$ cat src/hw/rtl/q2e_isqrt_cell.sv
// ----------------------------------------------------------------------------
// q2e_isqrt_cell
// one registered digit of a restoring integer square root, 64 bit radicand
// ----------------------------------------------------------------------------
module q2e_isqrt_cell #(
	parameter int unsigned STEP = 0
) (
	input  logic        clk,
	input  logic        en,
	input  logic [63:0] rem_in,
	input  logic [32:0] root_in,
	output logic [63:0] rem_q,
	output logic [32:0] root_q
);
	// trial is (4*root + 1) << 2*(31-STEP), root held unshifted
	localparam int unsigned SH = 2 * (31 - STEP);
	logic [65:0] trial;

	always_comb begin
		trial = ({31'd0, root_in, 2'b01}) << SH;
	end

	always_ff @(posedge clk) begin
		if (en) begin
			if ({2'b00, rem_in} >= trial) begin
				rem_q  <= rem_in - trial[63:0];
				root_q <= {root_in[31:0], 1'b1};
			end else begin
				rem_q  <= rem_in;
				root_q <= {root_in[31:0], 1'b0};
			end
		end
	end
endmodule

$ cat config.mk
export PLATFORM = sky130hd
export DESIGN_NAME = q2e_isqrt_cell
export DESIGN_NICKNAME = d
export VERILOG_FILES = /design/src/hw/rtl/q2e_isqrt_cell.sv
export SDC_FILE = /design/constraint.sdc
export NUM_CORES = 1
export LEC_CHECK = 0
export BUFFER_PORTS_ARGS = -buffer_cell sky130_fd_sc_hd__buf_4
export CAP_MARGIN = 10
export CELL_PAD_IN_SITES_DETAIL_PLACEMENT = 0
export CELL_PAD_IN_SITES_GLOBAL_PLACEMENT = 1
export CORE_ASPECT_RATIO = 0.6
export CORE_UTILIZATION = 33
export DETAILED_ROUTE_END_ITERATION = 10
export GPL_TIMING_DRIVEN = 0
export PLACE_DENSITY_LB_ADDON = 0.1
export SLEW_MARGIN = 25
export SYNTH_ARGS = -nofsm -noshare
export SYNTH_HDL_FRONTEND = slang
export SYNTH_SLANG_ARGS = --single-unit
$ cat constraint.sdc
create_clock -name clk -period 2.9 [get_ports clk]
set_input_delay 0.58 -clock clk [delete_from_list [all_inputs] [get_ports clk]]
set_output_delay 0.58 -clock clk [all_outputs]
set_load 0.02 [all_outputs]
==> flow_metrics.env <==
export IMPL_grt_pass1_wl_mm=11.3
export IMPL_path_clk_slew_ns=0.06
export IMPL_drv_cap=0
export IMPL_dpl_worst_slack_ns=0.249
export IMPL_ant_nets=0
export IMPL_tightest_slew_ns=0.886
export IMPL_period_needed_ns=2.27
export IMPL_postLayoutSetupSlackWorst_ns=0.632
export IMPL_comb_power_share_pct=14.0
export IMPL_dp_cells=450
export IMPL_dieArea_mm2=0.00985
export IMPL_grt_max_degree=98
export IMPL_synth_most_common_cell="edfxtp_1"
export IMPL_total_power_mw=3.31
export IMPL_critical_path_endpoint_type="flip-flop"
export IMPL_track_usage_pct=16.2
export IMPL_critPathLaunchType="input port"
export IMPL_synthTopCellsByArea="edfxtp_1 (93%), nor4_1 (2.8%), ha_1 (0.80%), nand4_1 (0.80%), nor4b_2 (0.48%)"
export IMPL_die_x_um=127
export IMPL_n_antenna_cell=0
export IMPL_cts_resized=0
export IMPL_drive_gt1_share_pct=62.2
export IMPL_yosysSeqAreaShare_pct=93.5
export IMPL_finalCoreUtilization_pct=54.9
export IMPL_p_seq_share_pct=51.3
export IMPL_cp_required_ns=2.99
export IMPL_cts_hold_buffers_added=0
export IMPL_num_nets_final=432
export IMPL_intPower_mw=2.55
export IMPL_cts_root_buf="clkbuf_16"
export IMPL_avgSynthCellArea_um2=24.7
export IMPL_synth_area_leader_cell="edfxtp_1"
export IMPL_ctsLongestPathBuffers=2
export IMPL_numPortBuffers=194
export IMPL_synthesis_nets=227
export IMPL_synth_edf_count=97
export IMPL_num_vias=2000
export IMPL_grt_pass1_vias=2030
export IMPL_worstSetupPathType="in -> reg"
export IMPL_peakVddDrop_v=0.000397
export IMPL_postCtsSetupBuffers=0
export IMPL_fmax_mhz=441
export IMPL_async_flop_share_pct=0
export IMPL_synth_distinct_cells=11
export IMPL_drv_slew=0
export IMPL_switching_share_pct=23.0
export IMPL_drc=0
export IMPL_fin_setup_tns_ns=0
export IMPL_holdPathEnd="root_q[15]"
export IMPL_switching_power_mw=0.761
export IMPL_wl_per_cell_um=16.4
export IMPL_cts_buffers=9
export IMPL_syn_inst=126
export IMPL_final_hold_violation_count=0
export IMPL_cts_tree="built"
export IMPL_ys_flop_type="edfxtp_1"
export IMPL_htreeDepth=3
export IMPL_ioPinCount=196
export IMPL_hp_start="root_in[14]"
export IMPL_netlist_area_mm2=0.00312
export IMPL_path_max_fanout=3
export IMPL_power_density_mw_per_mm2=659
export IMPL_rsz0062_at_grt="no"
export IMPL_clkPwrFrac_pct=34.8
export IMPL_dieHeight_um=77.3
export IMPL_start_util_pct=34.0
export IMPL_drt_iter0_markers=78
export IMPL_fin_crit_sh_pct=78.2
export IMPL_core_mm2=0.00916
export IMPL_clkSinkCount=97
export IMPL_grt_antenna_before_repair=0
export IMPL_hold_class="in -> reg"
export IMPL_dr_pass1_iters=4
export IMPL_vias_per_cell=4.29
export IMPL_setup_viol=0
export IMPL_leakage_nw=2.08
export IMPL_ys_warn_count=0
export IMPL_routed_wl_mm=7.63
export IMPL_crit_arrival_ns=2.36
export IMPL_fillers=781
export IMPL_outcome="completed"
export IMPL_grt_ovfl_total=0
export IMPL_area_growth_pct=61.3
export IMPL_place_gp_congestion=0.695
export IMPL_rows=27
export IMPL_synth_common_cells="edfxtp_1 (97), nor4_1 (14), nand4_1 (4), inv_1 (3), ha_1 (2)"
export IMPL_synth_top_cell_area_share_pct=93.5
export IMPL_hold_path_depth=1
export IMPL_ys_ff_latch=97
export IMPL_relSlewSlack_pct=40.9
export IMPL_stdcell_count=466
==> per-stage QoR <==
step                cell area [um^2]  hold slack [ns]
floorplan                       3120            0.679
global placement                4740            0.759
detailed placement              4740            0.759
CTS                             5030            0.395
global route                    5030            0.391
finish                          5030            0.413
==> layer usage <==
metal	vias to the layer above	share of wire (%)	global-route usage [%]
met5	-	0	0
met4	0	1.8	7.50
met3	12	11	7.82
met2	107	44	23.4
met1	943	43	20.5
li1	938	-	-
==> kinds of logic after synthesis <==
kind of cell	count (synthesis)	synth area share (%)
flip-flops	97	93.5
AO/OA/AOI/OAI	1	0.281
adder cells (fa/ha/maj)	2	0.803
XOR/XNOR	1	0.281
AND/OR/NAND/NOR	21	4.50
multiplexers	1	0.321
buffers and inverters	3	0.361
==> power by group through the flow <==
stage                     clock [mW]  combinational [mW]  sequential (mW)
final                           1.15               0.463             1.70
after global placement             0               0.466             1.72
after global routing            1.24               0.487             1.71
after detailed placement           0               0.468             1.73
after CTS                       1.19               0.468             1.70
after floorplan                    0             0.00965             1.87
==> how the worst max path moves through the flow <==
| stage | start | end |
|---|---|---|
| after detailed placement | rem_in[4] | rem_q[63] |
| after global placement | rem_in[45] | rem_q[62] |
| after floorplan | rem_in[63] | rem_q[62] |
| after CTS | rem_in[4] | rem_q[63] |
| after global routing | rem_in[4] | rem_q[63] |
| final | rem_in[4] | rem_q[63] |
==> cell type report <==
class                           instances  area (um^2)  share of cell area (%)
Sequential cell                        97         2910                    57.9
Timing Repair Buffer                  194         1460                    29.0
Clock buffer                           11          233                    4.63
Multi-Input combinational cell         26          193                    3.83
Tap cell                              130          163                    3.23
Clock inverter                          5         56.3                    1.12
Inverter                                3         11.3                   0.224
==> placed cells by master (no fill, tap or decap) <==
| cell type | Yosys | routed |
|---|---|---|
| nor4_1 | 14 | 14 |
| or4_1 | 1 | 1 |
| xnor2_1 | 1 | 1 |
| clkinv_4 | 0 | 1 |
| buf_4 | 0 | 193 |
| clkbuf_1 | 0 | 2 |
| ha_1 | 2 | 2 |
| bufinv_16 | 0 | 1 |
| inv_1 | 3 | 3 |
| clkinv_2 | 0 | 2 |
| nand4_1 | 4 | 4 |
| clkinvlp_4 | 0 | 1 |
| buf_6 | 0 | 1 |
| edfxtp_1 | 97 | 97 |
| nor4b_2 | 1 | 1 |
| mux2i_1 | 1 | 1 |
| clkbuf_16 | 0 | 9 |
| a211o_1 | 1 | 1 |
| nor3_1 | 1 | 1 |
==> state kept, by name, summed over array words and instances, names as in the netlist <==
register and cells:
rem_q 64, root_q 33
==> critical path, stage by stage <==
cell and delay [ns]:
buf_4 0.12, nor4_1 0.37, nand4_1 0.24, or4_1 0.56, a211o_1 0.36, mux2i_1 0.13
(Power assumes the default switching activity.)
